$ cat config.mk
export PLATFORM = sky130hd
export DESIGN_NAME = identity_record_parser
export DESIGN_NICKNAME = d
export VERILOG_FILES = /design/src/rtl/core/irp_pkg.sv /design/src/rtl/core/irp_ctrl.sv /design/src/rtl/core/irp_datapath.sv /design/src/rtl/core/identity_record_parser.sv
export SDC_FILE = /design/constraint.sdc
export NUM_CORES = 1
export LEC_CHECK = 0
export ABC_CLOCK_PERIOD_IN_PS = 7500
export BUFFER_PORTS_ARGS = -buffer_cell sky130_fd_sc_hd__buf_4
export CORE_ASPECT_RATIO = 0.8
export CORE_UTILIZATION = 55
export DETAILED_ROUTE_END_ITERATION = 7
export GPL_ROUTABILITY_DRIVEN = 0
export PLACE_DENSITY = 0.79
export SYNTH_ARGS = -nofsm -noshare
export SYNTH_HDL_FRONTEND = slang
export SYNTH_SLANG_ARGS = --single-unit
$ cat constraint.sdc
create_clock -name clk_i -period 7.5 [get_ports clk_i]
set_input_delay 1.5 -clock clk_i [delete_from_list [all_inputs] [get_ports clk_i]]
set_output_delay 1.5 -clock clk_i [all_outputs]
set_load 0.03 [all_outputs]
$ cat src/rtl/core/irp_pkg.sv
`timescale 1ns / 1ps
// ----------------------------------------------------------------------------
// irp_pkg
// Shared types, codes and helpers for the identity record parser.
// ----------------------------------------------------------------------------
package irp_pkg;

  localparam int unsigned MaxFieldsDef = 16;
  localparam int unsigned TypeIdLenDef = 24;

  localparam logic [31:0] REC_MAGIC   = 32'h5349_5044;
  localparam logic [7:0]  REC_VERSION = 8'd1;
  localparam int unsigned REC_HDR     = 8;
  localparam int unsigned REC_CRC     = 4;
  localparam int unsigned REC_FIXED   = 3;
  localparam logic [16:0] POS_MAX     = 17'h1FFFF;
  localparam logic [31:0] CRC_POLY    = 32'hEDB8_8320;

  localparam int unsigned TDATA_W = 88;

  // status codes
  localparam logic [2:0] ST_OK    = 3'd0;
  localparam logic [2:0] ST_BAD   = 3'd1;
  localparam logic [2:0] ST_SIZE  = 3'd2;
  localparam logic [2:0] ST_VER   = 3'd3;
  localparam logic [2:0] ST_RANGE = 3'd4;

  // item kinds
  localparam logic [2:0] K_IDENT   = 3'd0;
  localparam logic [2:0] K_TYPEID  = 3'd1;
  localparam logic [2:0] K_BAY     = 3'd2;
  localparam logic [2:0] K_RAIL    = 3'd3;
  localparam logic [2:0] K_PROP    = 3'd4;
  localparam logic [2:0] K_SCALAR  = 3'd5;
  localparam logic [2:0] K_PAYLOAD = 3'd6;
  localparam logic [2:0] K_STATUS  = 3'd7;

  // value types
  localparam logic [2:0] VT_BOOL = 3'd0;
  localparam logic [2:0] VT_S64  = 3'd1;
  localparam logic [2:0] VT_U64  = 3'd2;
  localparam logic [2:0] VT_TEXT = 3'd3;
  localparam logic [2:0] VT_BLOB = 3'd4;

  // config register indexes
  localparam logic [2:0] CFG_CODE_BOOL = 3'd0;
  localparam logic [2:0] CFG_CODE_S64  = 3'd1;
  localparam logic [2:0] CFG_CODE_U64  = 3'd2;
  localparam logic [2:0] CFG_CODE_TEXT = 3'd3;
  localparam logic [2:0] CFG_CODE_BLOB = 3'd4;
  localparam logic [2:0] CFG_ID_LIM    = 3'd5;
  localparam logic [2:0] CFG_TEXT_LIM  = 3'd6;
  localparam logic [2:0] CFG_BLOB_LIM  = 3'd7;

  // parse phases
  localparam logic [3:0] PH_HDR     = 4'd0;
  localparam logic [3:0] PH_IDENT   = 4'd1;
  localparam logic [3:0] PH_TYPEID  = 4'd2;
  localparam logic [3:0] PH_BAY     = 4'd3;
  localparam logic [3:0] PH_RAIL    = 4'd4;
  localparam logic [3:0] PH_COUNT   = 4'd5;
  localparam logic [3:0] PH_FID_LO  = 4'd6;
  localparam logic [3:0] PH_FID_HI  = 4'd7;
  localparam logic [3:0] PH_VTYPE   = 4'd8;
  localparam logic [3:0] PH_BOOLV   = 4'd9;
  localparam logic [3:0] PH_INTV    = 4'd10;
  localparam logic [3:0] PH_TLEN    = 4'd11;
  localparam logic [3:0] PH_PAYLOAD = 4'd12;
  localparam logic [3:0] PH_DONE    = 4'd13;
  localparam logic [3:0] PH_SKIP    = 4'd14;

  typedef struct packed {
    logic [2:0]  kind;
    logic        fin;
    logic [2:0]  status;
    logic [2:0]  vtype;
    logic [15:0] fid;
    logic [63:0] data;
  } tok_t;

  typedef struct packed {
    logic step;    // take the input byte
    logic sel_st;  // drive the status item on the output
  } cmd_t;

  typedef struct packed {
    logic has_tok; // the byte yields a token
    logic has_st;  // the byte closes the record
  } sts_t;

  typedef struct packed {
    logic       we;
    logic [2:0] idx;
    logic [7:0] wdata;
  } cfg_t;

  function automatic logic [31:0] crc_feed(input logic [31:0] c_in, input logic [7:0] b);
    logic [31:0] c;
    c = c_in ^ {24'd0, b};
    for (int i = 0; i < 8; i++) begin
      c = c[0] ? ((c >> 1) ^ CRC_POLY) : (c >> 1);
    end
    return c;
  endfunction

endpackage

$ cat src/rtl/core/irp_ctrl.sv
`timescale 1ns / 1ps
// ----------------------------------------------------------------------------
// irp_ctrl
// Handshake sequencer: takes a byte, then drains its token and status.
// ----------------------------------------------------------------------------
module irp_ctrl (
  input  logic          clk_i,
  input  logic          rst_ni,
  input  logic          in_valid_i,
  input  logic          out_ready_i,
  input  irp_pkg::sts_t sts_i,
  output logic          in_ready_o,
  output logic          out_valid_o,
  output irp_pkg::cmd_t cmd_o
);
  import irp_pkg::*;

  localparam logic [1:0] S_IDLE = 2'd0;
  localparam logic [1:0] S_TOK  = 2'd1;
  localparam logic [1:0] S_ST   = 2'd2;

  logic [1:0] state_q, state_d;
  logic       st_pend_q, st_pend_d;

  always_comb begin
    state_d     = state_q;
    st_pend_d   = st_pend_q;
    in_ready_o  = 1'b0;
    out_valid_o = 1'b0;
    cmd_o       = '0;
    unique case (state_q)
      S_IDLE: begin
        in_ready_o = 1'b1;
        if (in_valid_i) begin
          cmd_o.step = 1'b1;
          st_pend_d  = sts_i.has_st;
          if (sts_i.has_tok) begin
            state_d = S_TOK;
          end else if (sts_i.has_st) begin
            state_d = S_ST;
          end
        end
      end
      S_TOK: begin
        out_valid_o = 1'b1;
        if (out_ready_i) begin
          state_d = st_pend_q ? S_ST : S_IDLE;
        end
      end
      S_ST: begin
        out_valid_o  = 1'b1;
        cmd_o.sel_st = 1'b1;
        if (out_ready_i) begin
          state_d = S_IDLE;
        end
      end
      default: begin
        state_d = S_IDLE;
      end
    endcase
  end

  always_ff @(posedge clk_i or negedge rst_ni) begin
    if (!rst_ni) begin
      state_q   <= S_IDLE;
      st_pend_q <= 1'b0;
    end else begin
      state_q   <= state_d;
      st_pend_q <= st_pend_d;
    end
  end

endmodule

$ cat src/rtl/core/irp_datapath.sv
`timescale 1ns / 1ps
// ----------------------------------------------------------------------------
// irp_datapath
// Record state, CRC, field decode and the held output items.
// ----------------------------------------------------------------------------
module irp_datapath #(
  parameter int unsigned MAX_FIELDS  = irp_pkg::MaxFieldsDef,
  parameter int unsigned TYPE_ID_LEN = irp_pkg::TypeIdLenDef
) (
  input  logic          clk_i,
  input  logic          rst_ni,
  input  irp_pkg::cfg_t cfg_i,
  input  irp_pkg::cmd_t cmd_i,
  input  logic [7:0]    byte_i,
  input  logic          last_i,
  output irp_pkg::sts_t sts_o,
  output irp_pkg::tok_t out_o
);
  import irp_pkg::*;

  localparam int unsigned CntW = $clog2(MAX_FIELDS + 1);

  // configuration
  logic [7:0] c_bool_q, c_s64_q, c_u64_q, c_text_q, c_blob_q;
  logic [7:0] id_lim_q, text_lim_q, blob_lim_q;

  // record state
  logic [16:0] pos_q, pos_d;
  logic [31:0] crc_q, crc_d;
  logic [31:0] exp_q, exp_d;
  logic [7:0]  ident_q, ident_d;
  logic [15:0] blen_q, blen_d;
  logic [3:0]  ph_q, ph_d;
  logic [2:0]  herr_q, herr_d;
  logic [2:0]  berr_q, berr_d;
  logic [7:0]  rem_q, rem_d;
  logic [63:0] vs_q, vs_d;
  logic [15:0] cf_q, cf_d;
  logic [2:0]  ct_q, ct_d;
  logic [7:0]  pl_q, pl_d;
  logic        nul_q, nul_d;
  logic [15:0] seen_q [MAX_FIELDS];
  logic [15:0] seen_d [MAX_FIELDS];
  logic [CntW-1:0] scnt_q, scnt_d;

  tok_t tok_q, tok_d, st_q, st_d;

  logic [16:0] body_end;
  logic [17:0] crc_end, rec_len, rec_total;
  logic        in_hdr, in_body;
  logic [15:0] fid_new;
  logic        dup;
  logic [2:0]  vt_new;
  logic        vt_ok;
  logic [7:0]  lim;
  logic [63:0] vs_new;
  logic        nul_new;
  logic [2:0]  st_code;
  logic [1:0]  crc_byte;

  always_comb begin
    pos_d  = pos_q;  crc_d  = crc_q;  exp_d = exp_q;  ident_d = ident_q;
    blen_d = blen_q; ph_d   = ph_q;   herr_d = herr_q; berr_d = berr_q;
    rem_d  = rem_q;  vs_d   = vs_q;   cf_d  = cf_q;   ct_d    = ct_q;
    pl_d   = pl_q;   nul_d  = nul_q;  scnt_d = scnt_q;
    seen_d = seen_q;
    tok_d  = '0;
    st_d   = '0;
    sts_o  = '0;
    fid_new = {byte_i, cf_q[7:0]};
    dup     = 1'b0;
    vt_new  = VT_BOOL;
    vt_ok   = 1'b1;
    lim     = (ct_q == VT_TEXT) ? text_lim_q : blob_lim_q;
    vs_new  = vs_q | ({56'd0, byte_i} << {3'(3'd0 - rem_q[2:0]), 3'b000});
    nul_new = nul_q | (byte_i == 8'd0);
    st_code = ST_OK;

    body_end  = {1'b0, blen_q} + 17'(REC_HDR);
    crc_end   = {1'b0, body_end} + 18'(REC_CRC);
    in_hdr    = pos_q < 17'(REC_HDR);
    in_body   = !in_hdr && (pos_q < body_end);
    crc_byte  = 2'(pos_q - body_end);

    for (int i = 0; i < MAX_FIELDS; i++) begin
      if ((CntW'(i) < scnt_q) && (seen_q[i] == fid_new)) dup = 1'b1;
    end
    // first matching code wins
    priority if (byte_i == c_bool_q) vt_new = VT_BOOL;
    else if (byte_i == c_s64_q)      vt_new = VT_S64;
    else if (byte_i == c_u64_q)      vt_new = VT_U64;
    else if (byte_i == c_text_q)     vt_new = VT_TEXT;
    else if (byte_i == c_blob_q)     vt_new = VT_BLOB;
    else                             vt_ok  = 1'b0;

    if (pos_q < POS_MAX) pos_d = pos_q + 17'd1;
    if (in_hdr || in_body) crc_d = crc_feed(crc_q, byte_i);

    if (in_hdr) begin
      unique case (pos_q[2:0])
        3'd0, 3'd1, 3'd2, 3'd3: begin
          if (byte_i != 8'(REC_MAGIC >> {pos_q[1:0], 3'b000}) && herr_q == ST_OK)
            herr_d = ST_BAD;
        end
        3'd4: if (byte_i != REC_VERSION && herr_q == ST_OK) herr_d = ST_VER;
        3'd5: begin
          ident_d = byte_i;
          if ((byte_i == 8'd0 || byte_i > id_lim_q) && herr_q == ST_OK) herr_d = ST_BAD;
        end
        3'd6: blen_d = {8'd0, byte_i};
        default: begin
          blen_d = {byte_i, blen_q[7:0]};
          if ({1'b0, byte_i, blen_q[7:0]} <
              17'(ident_q) + 17'(TYPE_ID_LEN) + 17'(REC_FIXED))
            berr_d = ST_BAD;
          if (herr_q != ST_OK || berr_d != ST_OK) begin
            ph_d = PH_SKIP;
          end else begin
            ph_d  = PH_IDENT;
            rem_d = ident_q;
          end
        end
      endcase
    end else if (in_body) begin
      unique case (ph_q)
        PH_IDENT: begin
          tok_d.kind = K_IDENT; tok_d.data = {56'd0, byte_i}; sts_o.has_tok = 1'b1;
          rem_d = rem_q - 8'd1;
          if (rem_q == 8'd1) begin
            ph_d = PH_TYPEID; rem_d = 8'(TYPE_ID_LEN); nul_d = 1'b0;
          end
        end
        PH_TYPEID: begin
          tok_d.kind = K_TYPEID; tok_d.data = {56'd0, byte_i}; sts_o.has_tok = 1'b1;
          nul_d = nul_new;
          rem_d = rem_q - 8'd1;
          if (rem_q == 8'd1) begin
            if (!nul_new) begin
              if (berr_q == ST_OK) berr_d = ST_BAD;
              ph_d = PH_SKIP;
            end else begin
              ph_d = PH_BAY;
            end
          end
        end
        PH_BAY: begin
          tok_d.kind = K_BAY; tok_d.data = {56'd0, byte_i}; sts_o.has_tok = 1'b1;
          ph_d = PH_RAIL;
        end
        PH_RAIL: begin
          tok_d.kind = K_RAIL; tok_d.data = {56'd0, byte_i}; sts_o.has_tok = 1'b1;
          ph_d = PH_COUNT;
        end
        PH_COUNT: begin
          if (byte_i > 8'(MAX_FIELDS)) begin
            if (berr_q == ST_OK) berr_d = ST_RANGE;
            ph_d = PH_SKIP;
          end else if (byte_i == 8'd0) begin
            ph_d = PH_DONE;
          end else begin
            pl_d = byte_i; ph_d = PH_FID_LO;
          end
        end
        PH_FID_LO: begin
          cf_d = {8'd0, byte_i}; ph_d = PH_FID_HI;
        end
        PH_FID_HI: begin
          cf_d = fid_new;
          if (fid_new == 16'd0 || dup) begin
            if (berr_q == ST_OK) berr_d = ST_BAD;
            ph_d = PH_SKIP;
          end else begin
            if (scnt_q < CntW'(MAX_FIELDS)) begin
              for (int i = 0; i < MAX_FIELDS; i++) begin
                if (CntW'(i) == scnt_q) seen_d[i] = fid_new;
              end
              scnt_d = scnt_q + CntW'(1);
            end
            ph_d = PH_VTYPE;
          end
        end
        PH_VTYPE: begin
          if (!vt_ok) begin
            if (berr_q == ST_OK) berr_d = ST_BAD;
            ph_d = PH_SKIP;
          end else begin
            ct_d = vt_new;
            tok_d.kind = K_PROP; tok_d.fid = cf_q; tok_d.vtype = vt_new;
            sts_o.has_tok = 1'b1;
            if (vt_new == VT_BOOL) begin
              ph_d = PH_BOOLV;
            end else if (vt_new == VT_S64 || vt_new == VT_U64) begin
              ph_d = PH_INTV; rem_d = 8'd8; vs_d = '0;
            end else begin
              ph_d = PH_TLEN;
            end
          end
        end
        PH_BOOLV: begin
          tok_d.kind = K_SCALAR; tok_d.data = {63'd0, byte_i != 8'd0};
          tok_d.fid = cf_q; tok_d.vtype = ct_q; sts_o.has_tok = 1'b1;
          pl_d = pl_q - 8'd1;
          ph_d = (pl_q == 8'd1) ? PH_DONE : PH_FID_LO;
        end
        PH_INTV: begin
          vs_d  = vs_new;
          rem_d = rem_q - 8'd1;
          if (rem_q == 8'd1) begin
            tok_d.kind = K_SCALAR; tok_d.data = vs_new;
            tok_d.fid = cf_q; tok_d.vtype = ct_q; sts_o.has_tok = 1'b1;
            pl_d = pl_q - 8'd1;
            ph_d = (pl_q == 8'd1) ? PH_DONE : PH_FID_LO;
          end
        end
        PH_TLEN: begin
          if (byte_i > lim) begin
            if (berr_q == ST_OK) berr_d = ST_RANGE;
            ph_d = PH_SKIP;
          end else if (byte_i == 8'd0) begin
            pl_d = pl_q - 8'd1;
            ph_d = (pl_q == 8'd1) ? PH_DONE : PH_FID_LO;
          end else begin
            rem_d = byte_i; ph_d = PH_PAYLOAD;
          end
        end
        PH_PAYLOAD: begin
          tok_d.kind = K_PAYLOAD; tok_d.data = {56'd0, byte_i};
          tok_d.fid = cf_q; tok_d.vtype = ct_q; sts_o.has_tok = 1'b1;
          rem_d = rem_q - 8'd1;
          if (rem_q == 8'd1) begin
            pl_d = pl_q - 8'd1;
            ph_d = (pl_q == 8'd1) ? PH_DONE : PH_FID_LO;
          end
        end
        PH_DONE: begin
          if (berr_q == ST_OK) berr_d = ST_BAD;
          ph_d = PH_SKIP;
        end
        default: begin
        end
      endcase
      // body ran out inside a field
      if (pos_q == body_end - 17'd1 && ph_d != PH_DONE) begin
        if (berr_d == ST_OK) berr_d = ST_BAD;
        ph_d = PH_SKIP;
      end
    end else if ({1'b0, pos_q} < crc_end) begin
      exp_d = exp_q | ({24'd0, byte_i} << {crc_byte, 3'b000});
    end

    rec_len   = {1'b0, pos_q} + 18'd1;
    rec_total = {2'b00, blen_d} + 18'(REC_HDR + REC_CRC);
    priority if (rec_len < 18'(REC_HDR + REC_CRC)) st_code = ST_SIZE;
    else if (herr_d != ST_OK)                      st_code = herr_d;
    else if (rec_total > rec_len)                  st_code = ST_SIZE;
    else if (rec_total < rec_len)                  st_code = ST_BAD;
    else if (~crc_d != exp_d)                      st_code = ST_BAD;
    else                                           st_code = berr_d;

    if (last_i) begin
      sts_o.has_st = 1'b1;
      st_d.kind    = K_STATUS;
      st_d.status  = st_code;
      st_d.fin     = 1'b1;
      pos_d = '0; crc_d = '1; exp_d = '0; ident_d = '0; blen_d = '0;
      ph_d = PH_HDR; herr_d = ST_OK; berr_d = ST_OK; rem_d = '0; vs_d = '0;
      cf_d = '0; ct_d = '0; pl_d = '0; nul_d = 1'b0; scnt_d = '0;
    end
  end

  always_ff @(posedge clk_i or negedge rst_ni) begin
    if (!rst_ni) begin
      c_bool_q <= 8'd0; c_s64_q <= 8'd1; c_u64_q <= 8'd2; c_text_q <= 8'd3;
      c_blob_q <= 8'd4; id_lim_q <= 8'd32; text_lim_q <= 8'd32; blob_lim_q <= 8'd32;
    end else if (cfg_i.we) begin
      unique case (cfg_i.idx)
        CFG_CODE_BOOL: c_bool_q   <= cfg_i.wdata;
        CFG_CODE_S64:  c_s64_q    <= cfg_i.wdata;
        CFG_CODE_U64:  c_u64_q    <= cfg_i.wdata;
        CFG_CODE_TEXT: c_text_q   <= cfg_i.wdata;
        CFG_CODE_BLOB: c_blob_q   <= cfg_i.wdata;
        CFG_ID_LIM:    id_lim_q   <= cfg_i.wdata;
        CFG_TEXT_LIM:  text_lim_q <= cfg_i.wdata;
        default:       blob_lim_q <= cfg_i.wdata;
      endcase
    end
  end

  always_ff @(posedge clk_i or negedge rst_ni) begin
    if (!rst_ni) begin
      pos_q <= '0; crc_q <= '1; exp_q <= '0; ident_q <= '0; blen_q <= '0;
      ph_q <= PH_HDR; herr_q <= ST_OK; berr_q <= ST_OK; rem_q <= '0;
      vs_q <= '0; cf_q <= '0; ct_q <= '0; pl_q <= '0; nul_q <= 1'b0;
      scnt_q <= '0;
    end else if (cmd_i.step) begin
      pos_q <= pos_d; crc_q <= crc_d; exp_q <= exp_d; ident_q <= ident_d;
      blen_q <= blen_d; ph_q <= ph_d; herr_q <= herr_d; berr_q <= berr_d;
      rem_q <= rem_d; vs_q <= vs_d; cf_q <= cf_d; ct_q <= ct_d; pl_q <= pl_d;
      nul_q <= nul_d; scnt_q <= scnt_d;
    end
  end

  // id store and held items: payload, qualified by seen count and controller
  always_ff @(posedge clk_i) begin
    if (cmd_i.step) begin
      seen_q <= seen_d;
      tok_q  <= tok_d;
      st_q   <= st_d;
    end
  end

  assign out_o = cmd_i.sel_st ? st_q : tok_q;

endmodule

$ cat src/rtl/core/identity_record_parser.sv
`timescale 1ns / 1ps
// ----------------------------------------------------------------------------
// identity_record_parser
// Byte-stream checker and tokenizer for identity records with CRC-32 trailer.
// ----------------------------------------------------------------------------
//  channel | dir | contents
//  s_axis  | in  | tdata[7:0] record byte, tlast = last byte of record
//  m_axis  | out | tuser = kind, tdata = data/fid/vtype/status,
//          |     | tlast = final status item of the record
//  cfg     | in  | we/idx/wdata, eight 8-bit registers
//
//  A byte is taken in the idle state, then its token (if any) and its status (on
//  the last byte) leave one per cycle while m_axis_tready is high, drained by the
//  controller from the single-entry token and status holds in the datapath.
//  Reset clears all record state; configuration returns to default codes.
//  s_axis_tready drops while an item waits on m_axis; nothing is dropped.
//  Seen ids need no clearing pass: a fill count qualifies the store.
// ----------------------------------------------------------------------------
module identity_record_parser #(
  parameter int unsigned MAX_FIELDS  = irp_pkg::MaxFieldsDef,
  parameter int unsigned TYPE_ID_LEN = irp_pkg::TypeIdLenDef
) (
  input  logic        clk_i,
  input  logic        rst_ni,
  // input stream
  input  logic        s_axis_tvalid_i,
  output logic        s_axis_tready_o,
  input  logic [7:0]  s_axis_tdata_i,   // [7:0] data_byte
  input  logic        s_axis_tlast_i,   // last_byte
  // output stream
  output logic        m_axis_tvalid_o,
  input  logic        m_axis_tready_i,
  output logic [irp_pkg::TDATA_W-1:0] m_axis_tdata_o,
  // [63:0] data, [79:64] fid, [82:80] vtype, [85:83] status, zero pad
  output logic [2:0]  m_axis_tuser_o,   // [2:0] kind
  output logic        m_axis_tlast_o,   // final_res
  // configuration
  input  logic        cfg_we_i,
  input  logic [2:0]  cfg_idx_i,
  input  logic [7:0]  cfg_wdata_i
);
  import irp_pkg::*;

  cmd_t cmd;
  sts_t sts;
  cfg_t cfg;
  tok_t out_tok;

  assign cfg = '{we: cfg_we_i, idx: cfg_idx_i, wdata: cfg_wdata_i};

  irp_ctrl u_ctrl (
    .clk_i       (clk_i),
    .rst_ni      (rst_ni),
    .in_valid_i  (s_axis_tvalid_i),
    .out_ready_i (m_axis_tready_i),
    .sts_i       (sts),
    .in_ready_o  (s_axis_tready_o),
    .out_valid_o (m_axis_tvalid_o),
    .cmd_o       (cmd)
  );

  irp_datapath #(
    .MAX_FIELDS  (MAX_FIELDS),
    .TYPE_ID_LEN (TYPE_ID_LEN)
  ) u_dp (
    .clk_i  (clk_i),
    .rst_ni (rst_ni),
    .cfg_i  (cfg),
    .cmd_i  (cmd),
    .byte_i (s_axis_tdata_i),
    .last_i (s_axis_tlast_i),
    .sts_o  (sts),
    .out_o  (out_tok)
  );

  assign m_axis_tdata_o = {2'b00, out_tok.status, out_tok.vtype, out_tok.fid, out_tok.data};
  assign m_axis_tuser_o = out_tok.kind;
  assign m_axis_tlast_o = out_tok.fin;

  // one byte in flight: never take a byte while an item is shown
  a_no_overlap: assert property (@(posedge clk_i) disable iff (!rst_ni)
    !(s_axis_tready_o && m_axis_tvalid_o))
    else $error("input taken while output pending");

  // a record end is always followed by an output item
  a_last_emits: assert property (@(posedge clk_i) disable iff (!rst_ni)
    s_axis_tvalid_i && s_axis_tready_o && s_axis_tlast_i |=> m_axis_tvalid_o)
    else $error("record end produced no item");

  // final flag only on the status kind, and status zero elsewhere
  a_final_kind: assert property (@(posedge clk_i) disable iff (!rst_ni)
    m_axis_tvalid_o |-> (m_axis_tlast_o == (m_axis_tuser_o == K_STATUS)))
    else $error("final flag on non-status item");

  a_status_zero: assert property (@(posedge clk_i) disable iff (!rst_ni)
    m_axis_tvalid_o && (m_axis_tuser_o != K_STATUS) |-> (m_axis_tdata_o[85:83] == ST_OK))
    else $error("status set on token item");

endmodule

; ---- Word level (Yosys, flattened, before mapping)
; Index checks and enable logic that the tools add are counted.
[classes]
n_eq_ne = 96
shift = 3
n_reduce_logical = 105
n_lt_le_gt_ge = 28
n_mux = 176
addsub = 13
bitwise_logic = 18
[op_table]
columns = operator, n
row1 = 2-to-1 mux 32 bit, 14
row2 = 2-to-1 mux 64 bit, 6
row3 = == test 16 bit, 16
row4 = case mux 64 bit (3 select lines), 1
row5 = 2-to-1 mux 8 bit, 22
row6 = case mux 64 bit (2 select lines), 1
row7 = 2-to-1 mux 3 bit, 42
row8 = AND reduction 7 bit, 17
row9 = inverter 13 -> 14 bit, 8
row10 = 2-to-1 mux 90 bit, 1
row11 = 2-to-1 mux 83 bit, 1
row12 = 2-to-1 mux 16 bit, 5
row13 = 2-to-1 mux 4 bit, 18
row14 = OR 64 bit, 1
row15 = case mux 16 bit (2 select lines), 2
row16 = case mux 8 bit (4 select lines), 2
row17 = << shifter 8 x 6 -> 64 bit, 1
row18 = case mux 19 bit (3 select lines), 1
row19 = case mux 4 bit (12 select lines), 1
row20 = "== test 4 x 5 -> 1 bit, first input constant", 8
row21 = == test 8 bit, 5
row22 = "< comparator 4 x 5 -> 1 bit, first input constant", 8
row23 = 2-to-1 mux 1 bit, 36
row24 = "adder 16 x 4 -> 17 bit, second input constant", 2
row25 = 92 further kinds, 220
[totals]
reg_bits = 636
wordCells = 489
out_inout_bits = 94

; ---- Logic depth before layout (Yosys ltp)
[logic_depth]
depth_word = 34
mapped_depth = 26

; ---- Modules after synthesis
; A second synthesis with hierarchy kept.
[unflattened]
hier_cells = 3140
area_unflattened_um2 = 34164.0
[by_module_without_submodules]
columns = mod, cells_each, area_each_um2, seq_area_each_um2, instances
row1 = irp_datapath, 3117, 33908.8, 17546.8, 1
row2 = irp_ctrl, 20, 236.5, 75.1, 1
row3 = identity_record_parser, 3, 18.8, 0.0, 1

; ---- Least setup slack after synthesis
; Ideal clock, no wire load.
[synth_timing]
kind = in2reg
from = input s_axis_tdata_i[2]
to = register u_dp.st_q[83] (netlist name) (data pin)
t_arrival_ns = 6.300
required_time_ns = 7.227
setup_time_ns = 0.273
path_buffers = 4
cell_stages = 23
path_slack_ns = 0.927
cell_sequence = buf_2 -> buf_2 -> buf_2 -> clkbuf_1 -> a22o_1 -> inv_1 -> ha_1 -> nor3b_1 -> nor2b_1 -> nand3_1 -> nor3b_1 -> xor2_1 -> ha_1 -> nand3_1 -> or4_1 -> a211o_1 -> a21oi_1 -> o21ai_0 -> a311oi_1 -> nand4_1 -> or3_1 -> nor4_1 -> a31oi_1
[synth_via]
elab_chain_len = 32
[synth_rtl]
columns = item, line
row1 = from (decl), identity_record_parser.sv:28  ; input logic [7:0] s_axis_tdata_i,
row2 = == test 16 bit, irp_datapath.sv:86  ; if ((CntW'(i) < scnt_q) && (seen_q[i] == fid_new)) dup = 1'b1;
row3 = logical AND 1 bit, irp_datapath.sv:86
row4 = 2-to-1 mux 1 bit (16 in series), irp_datapath.sv:86
row5 = logical OR 1 bit, irp_datapath.sv:169  ; if (fid_new == 16'd0 || dup) begin
row6 = 2-to-1 mux 3 bit, irp_datapath.sv:169
row7 = case mux 4 bit (12 select lines) or case mux 3 bit (6 select lines) (tied branches), irp_datapath.sv:125  ; unique case (ph_q)
row8 = 2-to-1 mux 4 bit or 2-to-1 mux 3 bit (tied branches), irp_datapath.sv:124  ; end else if (in_body) begin
row9 = 2-to-1 mux 4 bit or 2-to-1 mux 3 bit (tied branches), irp_datapath.sv:99  ; if (in_hdr) begin
row10 = inequality test 4 bit or logical NOT 3 bit (tied branches), "irp_datapath.sv:243, irp_datapath.sv:244"
row11 = logical AND 1 bit or 2-to-1 mux 3 bit (tied branches), "irp_datapath.sv:243, irp_datapath.sv:244"
row12 = 2-to-1 mux 3 bit, irp_datapath.sv:243  ; if (pos_q == body_end - 17'd1 && ph_d != PH_DONE) begin
row13 = 2-to-1 mux 3 bit, irp_datapath.sv:124
row14 = 2-to-1 mux 3 bit, irp_datapath.sv:99
row15 = 2-to-1 mux 3 bit, irp_datapath.sv:257  ; else if (~crc_d != exp_d) st_code = ST_BAD;
row16 = 2-to-1 mux 3 bit, irp_datapath.sv:256  ; else if (rec_total < rec_len) st_code = ST_BAD;
row17 = 2-to-1 mux 3 bit, irp_datapath.sv:255  ; else if (rec_total > rec_len) st_code = ST_SIZE;
row18 = 2-to-1 mux 3 bit (*), irp_datapath.sv:254  ; else if (herr_d != ST_OK) st_code = herr_d;
row19 = to (signal assigned), irp_datapath.sv:308  ; st_q <= st_d;
row20 = to (decl), irp_datapath.sv:46  ; tok_t tok_q, tok_d, st_q, st_d;
; Mark *: on every way between the ends. The rest lies on a longest branch, timed or not. The select of a mux whose other input is x is not followed.
; A chain may end at the register's enable or synchronous reset.

; ---- Worst setup path after layout
[layout_timing]
from = register u_dp.blen_q[4]
to = register u_dp.st_q[83] (netlist name) (data pin)
[layout_via]
elab_chain_len = 11
[layout_rtl]
columns = item, line
row1 = from (decl), irp_datapath.sv:32  ; logic [15:0] blen_q, blen_d;
row2 = from (signal assigned), irp_datapath.sv:297  ; blen_q <= blen_d; ph_q <= ph_d; herr_q <= herr_d; berr_q <= berr_d;
row3 = adder 16 x 4 -> 17 bit, irp_datapath.sv:79  ; body_end = {1'b0, blen_q} + 17'(REC_HDR);
row4 = adder 17 x 3 -> 18 bit (tied with other cells), irp_datapath.sv:80  ; crc_end = {1'b0, body_end} + 18'(REC_CRC);
row5 = < comparator 17 x 18 -> 1 bit (tied with other cells), irp_datapath.sv:247  ; end else if ({1'b0, pos_q} < crc_end) begin
row6 = 2-to-1 mux 32 bit (tied with other cells), irp_datapath.sv:247
row7 = 2-to-1 mux 32 bit (tied with other cells), irp_datapath.sv:124
row8 = 2-to-1 mux 32 bit (tied with other cells), irp_datapath.sv:99
row9 = inequality test 32 bit or 2-to-1 mux 3 bit (tied branches), "irp_datapath.sv:257, irp_datapath.sv:99"
row10 = 2-to-1 mux 3 bit, irp_datapath.sv:257
row11 = 2-to-1 mux 3 bit, irp_datapath.sv:256
row12 = 2-to-1 mux 3 bit (*), irp_datapath.sv:255
row13 = 2-to-1 mux 3 bit (*), irp_datapath.sv:254
; Marked as above.

==> impl_metrics.toml <==
[yosys]
synth-edff-count = 346
yosys_warnings = 0
ys_types = 90
synth_top_area_share_pct = 30.3
yosys-top-cells-area = "edfxtp_1 30%, dfrtp_1 18%, xnor2_1 6.5%"
synth.yosys.seq_area_share_pct = 51.4
ys_ff_latch = 633
synthCells = 3177
syn_avg_cell_area_um2 = 10.8
syn_area_mm2 = 0.0343
synthArstFlopShare_pct = 45.3
synth-main-ff-cell = "edfxtp_1"
synth_top_cell_by_area = "edfxtp_1"

[grt]
gr-usage-all-layers_pct = 28.7
grt_overflow = 0
grt_pass1_wl_um = 141000
grt_pass1_vias = 24300
grt_max_degree = 185
antenna_found_initial = 1

[critical_path]
cpPeakStageDelay_ns = 0.56
crit_fanout = 18
crit_type = "reg2reg"
timing.critical_path.cells = "ha_1 > nand2_1 > or3_1 > and2_0 > or3_1 > or2_2 > nor3_1 > nand3_1 > xnor2_1 > ha_1 > a211oi_1 > o21ai_1 > a2111oi_0 > a211o_1 > and3_2 > buf_4 > a31oi_1 > xnor2_1 > or4b_1 > nor4_1 > a31oi_1"
crit_arrival_ns = 7.42
cp.required_ns = 7.90
startpoint_type = "flip-flop"
cp-end-kind = "flip-flop"
slowest_stage = "or4b_1"
r2r_slack_ns = 0.48

[clock_network]
ctsHoldBuffers = 0
clk_path_buf_depth = 3
cts_root_buffer = "clkbuf_16"
clk-insertion-delay-late_ns = 0.68
htreeDepth = 2
cts_buffers = 61
cts.clk_slew.worst_paths_ns = 0.07
cts_tree = "built"
clock-sinks = 633
cts_setup_buffers = 0

[outcome]
violations = "DRC"
outcome = "finished with violations"

[route]
drt_pre_antenna_iters = 8
drc = 4
totalWireLength_um = 90200
vias = 25400
ant_nets = 0
drt-initial-drc-count = 3324
wl_per_cell_um = 21.9
vias_per_cell = 6.18

[placement]
place_hpwl_um = 59000
io_buffers = 116
dpl_cell_area_mm2 = 0.0360
dp_cells = 4003

[floorplan]
die_y_um = 225
initial_core_util_pct = 55.9
die_area_mm2 = 0.0633
die_w_um = 281
core-area_mm2 = 0.0613
row_count = 81
ios = 119

[timing]
rsz0062_at_grt = "no"
setup_viol = 0
max_slew_margin_pct = 11.4
tightest_slew_ns = 1.33
min_period_ns = 7.02
finalClockSkew_ns = 0.0628
fin_crit_sh_pct = 93.6
fmax_mhz = 142
tns_ns = 0
finalHoldViolCount = 0
finalMaxSlewViolations = 0

[pwr]
p_leak_nw = 14.7
p_per_area_mw_per_mm2 = 359
ir_worst_vdd_mv = 0.231

[finish]
area_delta_synth_final_pct = 11.4
diodes = 0
n_fill_cell = 4767
stdcell_area_mm2 = 0.0382
drive_gt1_share_pct = 13.6
fin_cells = 4117
final_nets = 3362

[run]
maxCapViolCount = 0

[hold_path]
hold_class = "reg2reg"
## repair_timing
| item | in CTS | in global routing |
|---|---|---|
| hold endpoints to repair | 0 | 0 |
| endpoints found under the setup margin | 0 | 3 |
| resized for setup | 0 | 1 |
## final timing paths
path | from | end | cells past startpoint
setup / recovery | u_dp.blen_q[4] | u_dp.st_q[83] | 21
hold / removal | u_ctrl.st_pend_q | u_ctrl.st_pend_q | 2
setup reg to reg | u_dp.blen_q[4] | u_dp.st_q[83] | 21
hold reg to reg | u_ctrl.st_pend_q | u_ctrl.st_pend_q | 2
max in group asynchronous | rst_ni | u_dp.cf_q[4] | 2
min in group asynchronous | rst_ni | u_dp.vs_q[17] | 1
## synth_stat cells (all sizes together), types with 5 or more instances
cell type	n
a211oi	11
a21o	7
a21oi	243
a22o	27
a22oi	20
a31oi	49
a32o	10
a32oi	9
a41oi	5
and2	41
and3	18
and4	6
buf	58
clkbuf	132
dfrtp	247
dfstp	40
edfxtp	346
ha	100
inv	62
mux2	78
mux2i	40
nand2	153
nand2b	17
nand3	54
nand3b	5
nand4	71
nand4b	5
nor2	335
nor2b	102
nor3	61
nor3b	7
nor4	61
nor4b	5
o211ai	13
o21a	10
o21ai	116
o22ai	21
o31ai	16
or2	9
or3	14
or4	8
xnor2	268
xor2	218
## worst max-delay path: cells and delay by family (launching register included)
family | cells | cell delay, ns
xor+xnor | 2 | 0.35
flops | 1 | 0.55
compound gates | 6 | 1.36
simple gates | 10 | 3.56
buf+inv | 1 | 0.28
fa+ha+maj | 2 | 0.65
## area by class of cell
cell class / count / area, um^2 / area share [%]
Sequential cell: 633 / 17600 / 46.2
Inverter: 63 / 241 / 0.633
Timing Repair Buffer: 185 / 1420 / 3.72
Multi-Input combinational cell: 2292 / 15700 / 41.1
Clock inverter: 40 / 553 / 1.45
Tap cell: 830 / 1040 / 2.72
Clock buffer: 74 / 1600 / 4.18
## per-stage QoR
stage	power [mW]	util, %	hold slack (ns)	setup WS, ns
global route	14.3	62.3	0.510	0.0519
floorplan	8.63	-	0.442	0.927
global placement	10.2	58.8	0.477	0.700
detailed placement	10.3	58.8	0.473	0.481
CTS	13.6	62.3	0.490	0.481
finish	13.7	62.3	0.491	0.477
## report_power, final
group	total [mW]	switching (mW)	internal, mW
sequential	4.73	0.468	4.26
clock	3.29	1.38	1.90
combinational	5.69	3.61	2.08
## sequential cells by signal (all words and copies together), names as in the netlist, 16 cells and up
| signal | flops |
|---|---|
| u_dp.crc_q | 32 |
| u_dp.vs_q | 64 |
| u_dp.tok_q | 86 |
| u_dp.exp_q | 32 |
| u_dp.blen_q | 16 |
| u_dp.seen_q | 256 |
| u_dp.cf_q | 16 |
| u_dp.pos_q | 17 |
## cell families after synthesis
logic type	count (synthesis)	share of synthesized area, %
muxes	118	3.73
xor gates and xnor gates	486	13.0
and+or+nand+nor	976	14.2
other	2	0.0219
AOI/OAI and AO/OA	607	10.9
buffers and inverters	253	3.00
adders and majority gates	102	3.74
DFF	633	51.4
## metal layers
layer / up-vias / track usage, % / part of all wire [%]
met5: - / 0 / 0.014
met4: 2 / 9.50 / 3.2
li1: 11500 / - / -
met1: 12400 / 42.1 / 42
met3: 198 / 5.65 / 11
met2: 1347 / 42.6 / 44
## layout by cell type, fill, tap and decap left out, types with 60 or more instances in the layout
master / n
a21oi_1: 242
buf_4: 182
clkbuf_16: 61
dfrtp_1: 246
edfxtp_1: 346
ha_1: 99
inv_1: 60
mux2_2: 78
nand2_1: 151
nand4_1: 71
nor2_1: 332
nor2b_1: 102
o21ai_0: 107
xnor2_1: 256
xor2_1: 215
Note: power is estimated with default switching activity, not from simulation.
